### config.mk
export PLATFORM = sky130hd
export DESIGN_NAME = bsp_queue
export DESIGN_NICKNAME = d
export VERILOG_FILES = /design/src/rtl/core/bsp_pkg.sv /design/src/rtl/core/bsp_queue.sv
export SDC_FILE = /design/constraint.sdc
export NUM_CORES = 1
export LEC_CHECK = 0
export BUFFER_PORTS_ARGS = -buffer_cell sky130_fd_sc_hd__buf_2
export CORE_MARGIN = 1.5
export CORE_UTILIZATION = 48
export CTS_BUF_LIST = sky130_fd_sc_hd__clkbuf_8
export DETAILED_ROUTE_END_ITERATION = 8
export PLACE_DENSITY = 0.67
export SYNTH_ARGS = -nofsm -noshare
export SYNTH_HDL_FRONTEND = slang
export SYNTH_SLANG_ARGS = --single-unit
### constraint.sdc
create_clock -name clock -period 5.1 [get_ports clock]
set_input_delay 0 -clock clock [delete_from_list [all_inputs] [get_ports clock]]
set_output_delay 0 -clock clock [all_outputs]
set_load 0.005 [all_outputs]
### src/rtl/core/bsp_pkg.sv
`timescale 1ns / 1ps
`default_nettype none

package bsp_pkg;

   // point store and field sizes
   localparam int MAX_POINTS  = 1024;
   localparam int COORD_W     = 16;
   localparam int CENTER_W    = COORD_W + 1;
   localparam int RADIUS_W    = COORD_W + 2;
   localparam int DIFF_W      = COORD_W + 2;
   localparam int SQ_W        = 2 * DIFF_W - 2;
   localparam int DIST_W      = 2 * RADIUS_W;
   localparam int REM_W       = RADIUS_W + 3;
   localparam int ADDR_W      = $clog2(MAX_POINTS);
   localparam int COUNT_W     = $clog2(MAX_POINTS + 1);
   localparam int ROOT_CNT_W  = $clog2(RADIUS_W);

   // word queue between loader and scanner
   localparam int QUEUE_DEPTH = 4;
   localparam int QUEUE_PTR_W = $clog2(QUEUE_DEPTH);

   // one word handed from the loader to the scanner
   typedef struct packed {
      logic                               store_en;
      logic                               end_en;
      logic [ADDR_W-1:0]                  addr;
      logic [COUNT_W-1:0]                 count;
      logic [2:0][COORD_W-1:0]            pt;
      logic [2:0][CENTER_W-1:0]           c2;
   } cmd_word_type;

   // queue status seen by both sides
   typedef struct packed {
      logic                               full;
      logic                               empty;
      logic [QUEUE_PTR_W:0]               level;
   } queue_status_type;

   // scanner sequencer
   typedef enum logic [1:0] {
      ST_IDLE,
      ST_SCAN,
      ST_ROOT,
      ST_SEND
   } back_state_type;

endpackage

`default_nettype wire

### src/rtl/core/bsp_queue.sv
`timescale 1ns / 1ps
`default_nettype none

module bsp_queue
   import bsp_pkg::*;
(
   input  wire logic         clock,
   input  wire logic         reset,
   input  wire logic         push,
   input  wire cmd_word_type push_word,
   input  wire logic         pop,
   output      cmd_word_type pop_word,
   output      queue_status_type status
);

   cmd_word_type             slot_ff [QUEUE_DEPTH];
   logic [QUEUE_PTR_W-1:0]   wr_ptr_ff;
   logic [QUEUE_PTR_W-1:0]   rd_ptr_ff;
   logic [QUEUE_PTR_W:0]     level_ff;

   assign status.full  = (level_ff == (QUEUE_PTR_W+1)'(QUEUE_DEPTH));
   assign status.empty = (level_ff == '0);
   assign status.level = level_ff;
   assign pop_word     = slot_ff[rd_ptr_ff];

   // hold the words
   always_ff @(posedge clock) begin
      if (push) begin
         slot_ff[wr_ptr_ff] <= push_word;
      end
   end

   // advance the pointers and the fill level
   always_ff @(posedge clock) begin
      if (reset) begin
         wr_ptr_ff <= '0;
         rd_ptr_ff <= '0;
         level_ff  <= '0;
      end else begin
         if (push) begin
            wr_ptr_ff <= wr_ptr_ff + QUEUE_PTR_W'(1);
         end
         if (pop) begin
            rd_ptr_ff <= rd_ptr_ff + QUEUE_PTR_W'(1);
         end
         if (push && !pop) begin
            level_ff <= level_ff + (QUEUE_PTR_W+1)'(1);
         end else if (pop && !push) begin
            level_ff <= level_ff - (QUEUE_PTR_W+1)'(1);
         end
      end
   end

endmodule

`default_nettype wire

---- Yosys cells after proc, flatten, opt, wreduce, memory -nomap -nowiden ----
Memory sizes are Yosys's and may differ from the RTL's. A register that Yosys moved wholly into a read port is not among the register bits.
Cells that the tools add are included.
W data, S select, Z words.
storage, ports and cells
  word-level logic and storage cells ...... 21
  register bits ........................... 7
  memories ................................ 1
  memory bits (writable) .................. 488
memories
  memory   depth  bits a word  read ports  clocked after Yosys merged registers in  write ports  line             RTL
  slot_ff  4      122          1           1                                        1            bsp_queue.sv:16  cmd_word_type slot_ff [QUEUE_DEPTH];
cells by class
  $add $sub $neg .......................... 4
  reductions and logical operators ........ 6
  equal/unequal tests ..................... 1
  mux-type cells .......................... 6
operators with widths
  operator               count
  $mux W3                2
  $add A2 B1 Y2 const B  2
  $mux W2                2
  $add A3 B1 Y3 const B  1
  $eq A3 B3 Y1 const B   1
  $logic_not A3 Y1       1
  $sub A3 B1 Y3 const B  1
  $logic_and A1 B1 Y1    2
  $logic_not A1 Y1       2
  $mux W1                2
  $reduce_bool A2 Y1     1

---- Depth between registers and ports, before layout ----
  depth in word-level cells ............... 4
  mapped depth ............................ 7
  gate-level depth less buffers ........... 7

---- Least setup slack after synthesis ----
OpenSTA, ideal clock, no wires.
  kind .................................... flip-flop to flip-flop
  start ................................... register wr_ptr_ff[0]
  end ..................................... memory slot_ff[0][0] (netlist bit), enable pin
  arrival ................................. 3,346 ps
  clock period less this slack ............ 3,841 ps
  stages on the path, launching flop included .. 4
  setup time .............................. 495 ps
  slack ................................... 1,259 ps
  data required time ...................... 4,605 ps
  cells stage by stage .................... dfxtp_1 -> inv_1 -> ha_1 -> and2_1
RTL lines
  what                    line             RTL
  from (decl)             bsp_queue.sv:17  logic [QUEUE_PTR_W-1:0] wr_ptr_ff;
  from (signal assigned)  bsp_queue.sv:41  wr_ptr_ff <= wr_ptr_ff + QUEUE_PTR_W'(1);
  to (decl)               bsp_queue.sv:16
Straight into the memory's write port.

==> flow_summary_export.csv <==
group,metric,value,unit
outcome,outcome,"finished clean",
drt,vias_per_cell,5.09,
timing,timing_worst_slew_pin_value,979,ps
drt,antenna_violating_nets_post_route,0,
critical_path,cp.required,5100,ps
cts,cts_root_buf,"clkbuf_8",
floorplan,floorplan.die.height,197,um
timing,final_max_slew_viol_count,0,
timing,fin_setup_tns,0,ps
final_layout,drive_above_1_share,0.413,
floorplan,die_area,38800,um^2
timing,hold_viol,0,
placement,place_hpwl,19.6,mm
critical_path,setup.worst_path.end_class,"output pin",
pwr,peakVddDrop,0.223,mV
final_layout,filler_cell_count,2573,
logic_synthesis,synth_sequential_area_ratio,0.821,
placement,cell_area_after_placement,19900,um^2
logic_synthesis,post_synthesis_simple_gate_area_fraction,0.00409,
drt,detail_route.first_pass.iterations,4,
cts,cts.repair_timing.setup_buffer_count,0,
timing,clock_period_minus_final_worst_setup_slack,2960,ps
cts,cts_buffer_depth,3,
floorplan,initial_utilization,0.490,
global_routing,grt_max_degree,75,
placement,gp_routability_congestion,0.720,
global_routing,globalRouteTotalUtil,0.185,
global_routing,grt_first_pass_wirelength,53.4,mm
floorplan,io-pin-count,253,
drt,detailroute.via_count,8594,
timing,finalSetupViolations,0,
final_layout,seq_area,14800,um^2
cts,cts_max_level,3,
logic_synthesis,synth-xor-area-share,0.00242,
timing,whs,141,ps
cts,clock_insertion_delay_worst_skew,610,ps
floorplan,rows,70,
critical_path,cp_data_arrival_time,2960,ps
critical_path,max_stage_delay,950,ps
final_layout,layout.cell_area.non_filler,22600,um^2
logic_synthesis,syn-mean-instance-area,26.5,um^2
logic_synthesis,main_combinational_cell_family_by_area_after_synthesis,"multiplexers",
logic_synthesis,yosys_warnings,0,
critical_path,worstPathMaxFanout,43,
drt,route.final.wire_length,35.0,mm
logic_synthesis,syn_area,18100,um^2
pwr,report.power.total,8760,uW
logic_synthesis,synth.ff_latch_count,497,
drt,first_iter_violations,385,
logic_synthesis,synth_cells,682,
cts,clkSlewWorstSetupHoldPaths,60,ps
critical_path,critPathSlowestCell,"dfxtp_4",
pwr,powerDensity,387,nW/um^2
floorplan,design.core.area,36900,um^2
cts,clock_sinks,497,
final_layout,nNetsFinal,1253,
logic_synthesis,synth_fp_nets,814,
timing,timing.clock.skew,24.8,ps
pwr,static-leakage-power,0.00778,uW
drt,routed_wl_per_cell,20.7,um
final_layout,multi_input_comb_area,2990,um^2
hold_path,worst_hold_path_type,"in -> reg",
global_routing,grt_overflow,0,
timing,grt_setup_unrepaired,"no",
logic_synthesis,synthAdderAreaFrac,0.00457,
critical_path,cp-start-kind,"register",
final_layout,layout_cells_excl_fill,1690,
critical_path,timing.setup.critical_path_class,"reg -> out",
timing,remaining_max_slew_budget_at_the_tightest_pin,0.348,
logic_synthesis,yosys.cell_types.count,22,
cts,cts_buffers,81,
global_routing,antenna_violations_before_repair,5,
global_routing,grt_pass1_vias,9337,
floorplan,die_width,197,um
logic_synthesis,compound_gate_fraction_of_synth_area,0.000554,
logic_synthesis,yosys-mux-area-fraction,0.153,
placement,post-place-cells,1416,
drt,remaining_drc_errors,0,
timing,achievable-frequency,338,MHz
critical_path,sequence_of_cells_on_the_critical_path,"buf_4 > mux4_2 > buf_2",
placement,io_buffers,252,
cts,tritoncts,"built",
final_layout,areaGrowthSynthToFinish,25.2,%
job,maxCapViolCount,0,
timing,finalCritPeriodShare,0.581,
-- what timing repair did --
item	CTS	global route
gates resized for setup	0	0
endpoints found under the hold margin	497	0
hold buffers	126	0
-- layout make-up --
| type | count | share of cell area |
|---|---|---|
| timing repair buffer | 385 | 0.117 |
| inverter | 4 | 0.000664 |
| sequential | 497 | 0.656 |
| antenna | 4 | 0.000443 |
| tap | 504 | 0.0279 |
| multi-input combinational | 152 | 0.132 |
| clock inverter | 62 | 0.0155 |
| clock buffer | 82 | 0.0499 |
-- per-stage QoR --
| stage | setup WS [ps] | util |
|---|---|---|
| 6_report | 2140 | 0.613 |
| 5_1_grt | 1830 | 0.613 |
| 3_3_place_gp | 2660 | 0.539 |
| 2_1_floorplan | 1260 | - |
| 4_1_cts | 1960 | 0.613 |
| 3_5_place_dp | 2650 | 0.539 |
-- cell usage after synthesis --
| master | instances | area, um^2 |
|---|---|---|
| inv_1 | 4 | 15.0 |
| edfxtp_1 | 488 | 14700 |
| dfxtp_1 | 9 | 180 |
| a21oi_1 | 1 | 5.00 |
| mux4_2 | 122 | 2750 |
| nor2_1 | 7 | 26.3 |
| buf_6 | 1 | 11.3 |
| nor3b_1 | 1 | 7.51 |
| xor2_1 | 3 | 26.3 |
| buf_8 | 9 | 135 |
| nor3_1 | 1 | 5.00 |
| xnor2_1 | 2 | 17.5 |
| buf_4 | 2 | 15.0 |
| nand2_1 | 1 | 3.75 |
| mux2i_1 | 2 | 20.0 |
| fa_1 | 1 | 20.0 |
| clkbuf_1 | 4 | 15.0 |
| or3_1 | 1 | 6.26 |
| buf_2 | 13 | 65.1 |
| o21ai_0 | 1 | 5.00 |
| and2_1 | 4 | 25.0 |
| ha_1 | 5 | 62.6 |
-- worst paths after layout --
| kind | startpoint | end | slack [ps] | cells past startpoint |
|---|---|---|---|---|
| min | push_word[115] | slot_ff[1][115] | 140 | 2 |
| max reg2reg | wr_ptr_ff[0] | slot_ff[0][90] | 2870 | 4 |
| min reg2reg | level_ff[2] | level_ff[2] | 530 | 2 |
| max | register | pop_word[65] | 2140 | 3 |
-- cells by family (layout without fill, tap and decap cells) --
logic type	after synthesis	count (layout)
AOI/OAI and AO/OA	2	2
xor gates and xnor gates	5	5
DFF	497	497
and+or+nand+nor	15	15
adders and majority gates	6	6
muxes	124	124
other	0	4
buffers and inverters	33	533
-- registers in the layout, indices dropped and copies added (netlist names), named ones only --
signal,flops
level_ff,3
rd_ptr_ff,2
slot_ff,488
wr_ptr_ff,2
-- where the power goes --
group	internal, uW	switching (uW)
combinational	444	399
clock	1650	1490
sequential	4700	80.1
-- per-layer routing --
metal,share of wire,GRT usage,routed length (um)
met5,0.00029,0,10
met4,0.017,0.0546,602
met3,0.081,0.0596,2850
met2,0.48,0.293,16800
met1,0.42,0.248,14800
-- critical path: cells and delay by family, from the launching register on --
| kind | cells | cell delay [ps] |
|---|---|---|
| multiplexers | 1 | 580 |
| flip-flops | 1 | 950 |
| buffers and inverters | 2 | 770 |
-- placed cells by master (no fill, tap or decap), types with 5 or more instances in the layout --
master         synthesis  routed
clkinvlp_4             0       5
buf_2                 13     252
dfxtp_1                9       7
buf_12                 0       6
dlygate4sd3_1          0     126
edfxtp_1             488     488
mux4_2               122     122
clkinv_1               0      16
clkbuf_8               0      82
inv_1                  4      31
ha_1                   5       5
clkinv_2               0       9
nor2_1                 7       7
Power figures use the tool's default switching activity.
