===== src/rtl/core/bsp_pkg.sv =====
`timescale 1ns / 1ps
`default_nettype none

package bsp_pkg;

   // point store and field sizes
   localparam int MAX_POINTS  = 1024;
   localparam int COORD_W     = 16;
   localparam int CENTER_W    = COORD_W + 1;
   localparam int RADIUS_W    = COORD_W + 2;
   localparam int DIFF_W      = COORD_W + 2;
   localparam int SQ_W        = 2 * DIFF_W - 2;
   localparam int DIST_W      = 2 * RADIUS_W;
   localparam int REM_W       = RADIUS_W + 3;
   localparam int ADDR_W      = $clog2(MAX_POINTS);
   localparam int COUNT_W     = $clog2(MAX_POINTS + 1);
   localparam int ROOT_CNT_W  = $clog2(RADIUS_W);

   // word queue between loader and scanner
   localparam int QUEUE_DEPTH = 4;
   localparam int QUEUE_PTR_W = $clog2(QUEUE_DEPTH);

   // one word handed from the loader to the scanner
   typedef struct packed {
      logic                               store_en;
      logic                               end_en;
      logic [ADDR_W-1:0]                  addr;
      logic [COUNT_W-1:0]                 count;
      logic [2:0][COORD_W-1:0]            pt;
      logic [2:0][CENTER_W-1:0]           c2;
   } cmd_word_type;

   // queue status seen by both sides
   typedef struct packed {
      logic                               full;
      logic                               empty;
      logic [QUEUE_PTR_W:0]               level;
   } queue_status_type;

   // scanner sequencer
   typedef enum logic [1:0] {
      ST_IDLE,
      ST_SCAN,
      ST_ROOT,
      ST_SEND
   } back_state_type;

endpackage

`default_nettype wire


===== src/rtl/core/bsp_front.sv =====
`timescale 1ns / 1ps
`default_nettype none

module bsp_front
   import bsp_pkg::*;
(
   input  wire logic                clock,
   input  wire logic                reset,
   input  wire logic                accept,
   input  wire logic [COORD_W-1:0]  point_x,
   input  wire logic [COORD_W-1:0]  point_y,
   input  wire logic [COORD_W-1:0]  point_z,
   input  wire logic                last_point,
   output      logic                push,
   output      cmd_word_type        word
);

   logic signed [COORD_W-1:0] min_ff [3];
   logic signed [COORD_W-1:0] max_ff [3];
   logic signed [COORD_W-1:0] min_in [3];
   logic signed [COORD_W-1:0] max_in [3];
   logic signed [COORD_W-1:0] min_sel [3];
   logic signed [COORD_W-1:0] max_sel [3];
   logic [COUNT_W-1:0]        count_ff;
   logic [COORD_W-1:0]        pt [3];
   logic                      store_en;

   assign pt[0] = point_x;
   assign pt[1] = point_y;
   assign pt[2] = point_z;

   // classify the word: store while room remains, end on the last point
   assign store_en = (count_ff < COUNT_W'(MAX_POINTS));

   always_comb begin
      for (int j = 0; j < 3; j++) begin
         min_in[j] = ($signed(pt[j]) < min_ff[j]) ? $signed(pt[j]) : min_ff[j];
         max_in[j] = ($signed(pt[j]) > max_ff[j]) ? $signed(pt[j]) : max_ff[j];
         min_sel[j] = store_en ? min_in[j] : min_ff[j];
         max_sel[j] = store_en ? max_in[j] : max_ff[j];
      end
   end

   // build the word for the scanner
   always_comb begin
      word.store_en = store_en;
      word.end_en   = last_point;
      word.addr     = count_ff[ADDR_W-1:0];
      word.count    = store_en ? count_ff + COUNT_W'(1) : count_ff;
      for (int j = 0; j < 3; j++) begin
         word.pt[j] = pt[j];
         word.c2[j] = CENTER_W'($signed({min_sel[j][COORD_W-1], min_sel[j]})
                                + $signed({max_sel[j][COORD_W-1], max_sel[j]}));
      end
   end

   assign push = accept && (store_en || last_point);

   // track the box; clear it when a cloud ends
   always_ff @(posedge clock) begin
      if (reset || (accept && last_point)) begin
         count_ff <= '0;
         for (int j = 0; j < 3; j++) begin
            min_ff[j] <= {1'b0, {(COORD_W-1){1'b1}}};
            max_ff[j] <= {1'b1, {(COORD_W-1){1'b0}}};
         end
      end else if (accept && store_en) begin
         count_ff <= count_ff + COUNT_W'(1);
         for (int j = 0; j < 3; j++) begin
            min_ff[j] <= min_in[j];
            max_ff[j] <= max_in[j];
         end
      end
   end

endmodule

`default_nettype wire


===== config.mk =====
export PLATFORM = sky130hd
export DESIGN_NAME = bsp_front
export DESIGN_NICKNAME = d
export VERILOG_FILES = /design/src/rtl/core/bsp_pkg.sv /design/src/rtl/core/bsp_front.sv
export SDC_FILE = /design/constraint.sdc
export NUM_CORES = 1
export LEC_CHECK = 0
export ABC_AREA = 0
export BUFFER_PORTS_ARGS = -buffer_cell sky130_fd_sc_hd__buf_2
export CAP_MARGIN = 30
export CORE_AREA = 2 2 145 147
export CTS_CLUSTER_SIZE = 24
export DETAILED_ROUTE_END_ITERATION = 10
export DIE_AREA = 0 0 147 149
export PLACE_DENSITY = 0.77
export SKIP_CTS_REPAIR_TIMING = 1
export SYNTH_ARGS = -nofsm -noshare
export SYNTH_HDL_FRONTEND = slang
export SYNTH_SLANG_ARGS = --single-unit

===== constraint.sdc =====
create_clock -name clock -period 9.3 [get_ports clock]
set_input_delay 0.93 -clock clock [delete_from_list [all_inputs] [get_ports clock]]
set_output_delay 0.93 -clock clock [all_outputs]
set_load 0.03 [all_outputs]

# Word-level counts from Yosys, hierarchy flattened

Memories as Yosys holds them, arrays and structs flattened.
Index checks and enable logic that the tools add are counted.

Flip-flop bits (word level): 11
Memory bits (writable): 96
Input port bits: 52
Output and inout bits: 123
Word-level logic and storage cells: 49
Memories kept: 2

$add $sub $neg: 4
Order comparisons: 7
Mux-type cells: 24
Bitwise operators: 6
Reduce and logical (&&, ||, !) cells: 5

Memory list:

| name   | depth | bits a word | rd ports | clocked after memory_dff | write ports | line            | text |
|---|---|---|---|---|---|---|---|
| max_ff | 3     | 16          | 3        | 0                        | 3           | bsp_front.sv:19 | `logic signed [COORD_W-1:0] max_ff [3];` |
| min_ff | 3     | 16          | 3        | 0                        | 3           | bsp_front.sv:18 | `logic signed [COORD_W-1:0] min_ff [3];` |

Operator list:

| operator                | number |
|---|---|
| $mux W16                | 18 |
| $add A16 B16 Y17        | 3 |
| $gt A16 B16 Y1          | 3 |
| $lt A16 B16 Y1          | 3 |
| $add A11 B1 Y11 const B | 1 |
| $lt A11 B11 Y1 const B  | 1 |
| $mux W11                | 1 |
| $or A1 B1 Y1            | 6 |
| $mux W1                 | 5 |
| $logic_and A1 B1 Y1     | 3 |
| $logic_or A1 B1 Y1      | 2 |

# Logic depth before layout (Yosys ltp)

Depth after elaboration: 6
Mapped depth: 21
Gate-level depth less buffers: 19

# Worst setup path before layout

Ideal clock, no wire load.

Path kind: input-to-output
Start: input point_x[7]
End: output word[14] (netlist bit)
Arrival: 4.990 ns
Data required time: 8.370 ns
Slack: 3.380 ns
Cell stages on the path: 18
Path buffers: 2
Cell sequence: ha_1 > a21oi_1 > o21ai_0 > a221o_1 > a211oi_1 > mux2i_1 > clkbuf_1 > buf_1 > nand3_1 > o21ai_1 > ha_1 > nor2b_1 > o31a_1 > o2111ai_1 > a21boi_0 > or4_1 > a31oi_1 > xnor2_1

RTL lines:

| element         | line            | text |
|---|---|---|
| start, declared | bsp_front.sv:10 | `input wire logic [COORD_W-1:0] point_x,` |
| end, declared   | bsp_front.sv:15 | `output cmd_word_type word` |

==> run summary <==
### Route
- antenna-violating nets left: 0
- overall via count from detail_route: 9882
- via density per instance: 6.05
- count of routing violations after the opening detailed-route iteration: 636
- drt drc: 0
- Pre-antenna DRT Iters: 7
- per-cell routed wire length: 16.7 um
- final wirelength: 27200 um

### Clock network
- later-pin clock latency in the skew report: 0.36 ns
- number of clock sinks seen by CTS: 107
- Worst-path clk slew: 0.08 ns
- TritonCTS clock tree: yes
- CTS H-tree lvls: 3
- number of clock buffers inserted by TritonCTS: 9
- Root Buffer Master: sky130_fd_sc_hd__clkbuf_16
- Max clock buf depth: 2

### Timing
- RSZ-0062 raised after global routing: no
- largest clock skew in the final design: 0.00859 ns
- PnR worst setup slack: 2.15 ns
- maximum clock rate: 140 MHz
- worst-case headroom to the max-slew limit: 30.7%
- fin crit period: 7.15 ns
- max-slew violation count: 0
- Least-Margin Pin Slew: 1.04 ns
- final hold vios: 0
- sum of negative setup slack: 0 ns
- count of endpoints failing setup in the final report: 0
- final worst-path cycle share: 76.8%

### Final layout
- number of nets in the layout: 1552
- non-filler instance count after layout: 1634
- signed area change from the synthesized netlist to the final layout: 8.72%
- Inserted Diodes: 0
- core utilization of the finished layout: 58.5%
- share of final-layout standard cells stronger than drive strength 1: 19.8%
- Layout fillers: 1837

### Synth
- Post-Synthesis Mean Instance Area: 8.65 um2
- Post-Syn Area: 11100 um2
- async set-or-reset flop fraction in the synthesized netlist: 0%
- flop and latch count out of synthesis: 107
- Synth Warn #: 0
- syn_nets: 1477
- primary flip-flop cell chosen by synthesis mapping: sky130_fd_sc_hd__edfxtp_1
- number of different library cells in the post-synthesis netlist: 68
- register area share after synthesis: 28.0%
- top post-synthesis cells by area: sky130_fd_sc_hd__edfxtp_1 26%, sky130_fd_sc_hd__ha_1 16%, sky130_fd_sc_hd__nand3_1 4.5%
- number of standard cells after synthesis: 1279
- number of synthesized flops with an enable pin: 96
- most frequent cell after synthesis: sky130_fd_sc_hd__ha_1
- fraction of synthesized cell area taken by the top area cell type: 26.1%
- leading area contributor after synthesis: sky130_fd_sc_hd__edfxtp_1
- synth cell count leaders: 143 x sky130_fd_sc_hd__ha_1, 115 x sky130_fd_sc_hd__inv_1, 100 x sky130_fd_sc_hd__nand3_1

### Worst hold path
- Worst Hold Launch: count_ff[8]
- worst hold path class: reg -> reg

### Power
- part of the power in the clock network: 17.5%
- part of the total power dissipated in sequential elements: 26.1%
- leakage power figure: 5.43 nW
- maximum vdd ir drop: 0.000119 V
- total power of the final layout: 0.00213 W
- P per Cell Area: 177 nW/um2
- switching component of the power: 0.000979 W
- portion of total power attributed to combinational logic: 56.5%
- P_int: 0.00115 W
- switching part of the total: 46.0%

### Critical path
- end of the critical path: word[14]
- worst path arrival time: 6.22 ns
- maximum fanout encountered on the critical timing path: 17
- worst r2r path cells: 5
- critical path capture point type: primary output
- total stage count of the critical path: 20
- cell family contributing the most delay on the critical path: compound AO/OA/AOI/OAI gates
- Bufs and invs on worst path: 3
- Data required, critical path: 8.37 ns
- Crit-path slowest cell: sky130_fd_sc_hd__and2_0
- FF-to-FF End: min_ff[0][2]
- cells along the critical path: buf_2 -> ha_1 -> a21oi_1 -> o21ai_0 -> a221o_1 -> a211oi_1 -> mux2i_4 -> and2_0 -> mux2_2 -> ha_1 -> inv_1 -> fa_1 -> nor2b_1 -> o31a_1 -> o2111ai_1 -> a21boi_0 -> or4_1 -> a31oi_1 -> xnor2_1 -> buf_2
- Slowest Stage Delay on Critical Path: 0.73 ns
- setup slack on the worst flop-to-flop path: 5.76 ns
- type of the worst setup path: in -> out
- kind of start point of the critical path: primary input
- critical path launch point: point_x[7]
- worst flop-to-flop path startpoint: count_ff[10]

### Floorplan
- y dimension of the die: 149 um
- Die Area: 21900 um2
- row count: 53
- Boundary Pins: 175
- initial standard-cell utilization of the core: 53.8%
- core footprint: 20600 um2
- Horiz. Die Dim: 147 um

### Placed design
- count of input and output buffers: 174
- sum of net half-perimeters after detailed placement: 19400 um
- instance count after placement with tap cells included: 1617
- placer congestion estimate: 0.879
- minimum setup slack after placement: 2.20 ns

### GRT
- maximum number of pins on one net before global-route repair: 72
- global-route wire length before repair: 44000 um
- vias in the first global route: 9020
- All-Layer GR Usage: 24.4%
- initial antenna violation count: 0
- Congestion Overflow GR: 0

### Run status
- run status: complete, no violations

### Run
- Maximum Capacitance Violations: 0

[metal layers]
layer / vias to the layer above / global-route usage [%] / wire [um]
li1: 4830 / - / -
met1: 4615 / 32.6 / 12200
met3: 60 / 2.78 / 1570
met5: - / 0 / 0
met4: 0 / 9.66 / 738
met2: 377 / 40.7 / 12700
[kinds of logic (layout without fill, tap and decap cells)]
kind of cell	Yosys count	count (layout)	synth area share (%)
buf+inv	239	319	10.3
flops	107	107	28.0
simple gates	320	320	13.8
compound gates	363	363	21.4
mux	58	58	6.17
xor+xnor	46	46	3.64
fa+ha+maj	146	146	16.7
[metrics by stage]
| step | cell area (um2) | hold slack [ns] |
|---|---|---|
| floorplan | 11100 | 0.502 |
| global placement | 11700 | 0.535 |
| detailed placement | 11700 | 0.549 |
| CTS | 12000 | 0.564 |
| global route | 12000 | 0.602 |
| finish | 12000 | 0.561 |
[power by group through the flow]
| stage | combinational [W] | sequential, W | clock [W] |
|---|---|---|---|
| finish | 0.00120 | 0.000556 | 0.000372 |
| global route | 0.00131 | 0.000558 | 0.000391 |
| CTS | 0.00119 | 0.000556 | 0.000376 |
| detailed placement | 0.00119 | 0.000566 | 0 |
| global placement | 0.00117 | 0.000566 | 0 |
| floorplan | 0.000912 | 0.000564 | 0 |
[area by class of cell]
class                      count  area (um2)  share of cell area (%)
inverter                     116         437                    3.63
sequential                   107        3100                    25.8
tap                          275         344                    2.86
clock buffer                  11         243                    2.02
timing repair buffer         187        1010                    8.38
multi-input combinational    933        6870                    57.1
clock inverter                 5        27.5                   0.229
[worst min path at each step]
stage | slack [ns] | to | depth (start not counted)
after floorplan | 0.50 | count_ff[4] | 1
after CTS | 0.56 | count_ff[8] | 2
after global placement | 0.54 | count_ff[4] | 1
after detailed placement | 0.55 | count_ff[8] | 2
after global routing | 0.60 | count_ff[8] | 2
final | 0.56 | count_ff[8] | 2
[registers in the layout, indices dropped and copies added, names as in the netlist]
register / flops
max_ff: 48
min_ff: 48
count_ff: 11
[cell usage in the layout, fill, tap and decap left out, types with 4 or more instances in the layout]
cell type                   instances
sky130_fd_sc_hd__nand3_1          100
sky130_fd_sc_hd__xnor2_1           30
sky130_fd_sc_hd__a21o_1            26
sky130_fd_sc_hd__a21oi_1           65
sky130_fd_sc_hd__a31oi_1           18
sky130_fd_sc_hd__o21bai_1           4
sky130_fd_sc_hd__and3_1            10
sky130_fd_sc_hd__edfxtp_1          96
sky130_fd_sc_hd__a211oi_1           8
sky130_fd_sc_hd__nor2_1            56
sky130_fd_sc_hd__dfxtp_1           11
sky130_fd_sc_hd__ha_1             143
sky130_fd_sc_hd__clkinv_2           4
sky130_fd_sc_hd__o211ai_1          28
sky130_fd_sc_hd__o21ai_1            4
sky130_fd_sc_hd__o311ai_0          14
sky130_fd_sc_hd__o21a_1            14
sky130_fd_sc_hd__mux2i_1            4
sky130_fd_sc_hd__nand2_1           76
sky130_fd_sc_hd__xor2_1            16
sky130_fd_sc_hd__mux2_2            41
sky130_fd_sc_hd__clkbuf_16          9
sky130_fd_sc_hd__inv_1            114
sky130_fd_sc_hd__nand4_1           15
sky130_fd_sc_hd__nor2b_1           13
sky130_fd_sc_hd__nor3_1            25
sky130_fd_sc_hd__mux2_4             9
sky130_fd_sc_hd__o21ai_0           99
sky130_fd_sc_hd__o31ai_1           50
sky130_fd_sc_hd__buf_4             11
sky130_fd_sc_hd__nand2b_1           7
sky130_fd_sc_hd__buf_2            174
[tightest hold or removal path: stages, from the launching register on]
cell                      delay, ns
sky130_fd_sc_hd__dfxtp_1       0.36
sky130_fd_sc_hd__o21ai_0       0.09
sky130_fd_sc_hd__o31ai_1       0.07
(Power assumes the default switching activity.)
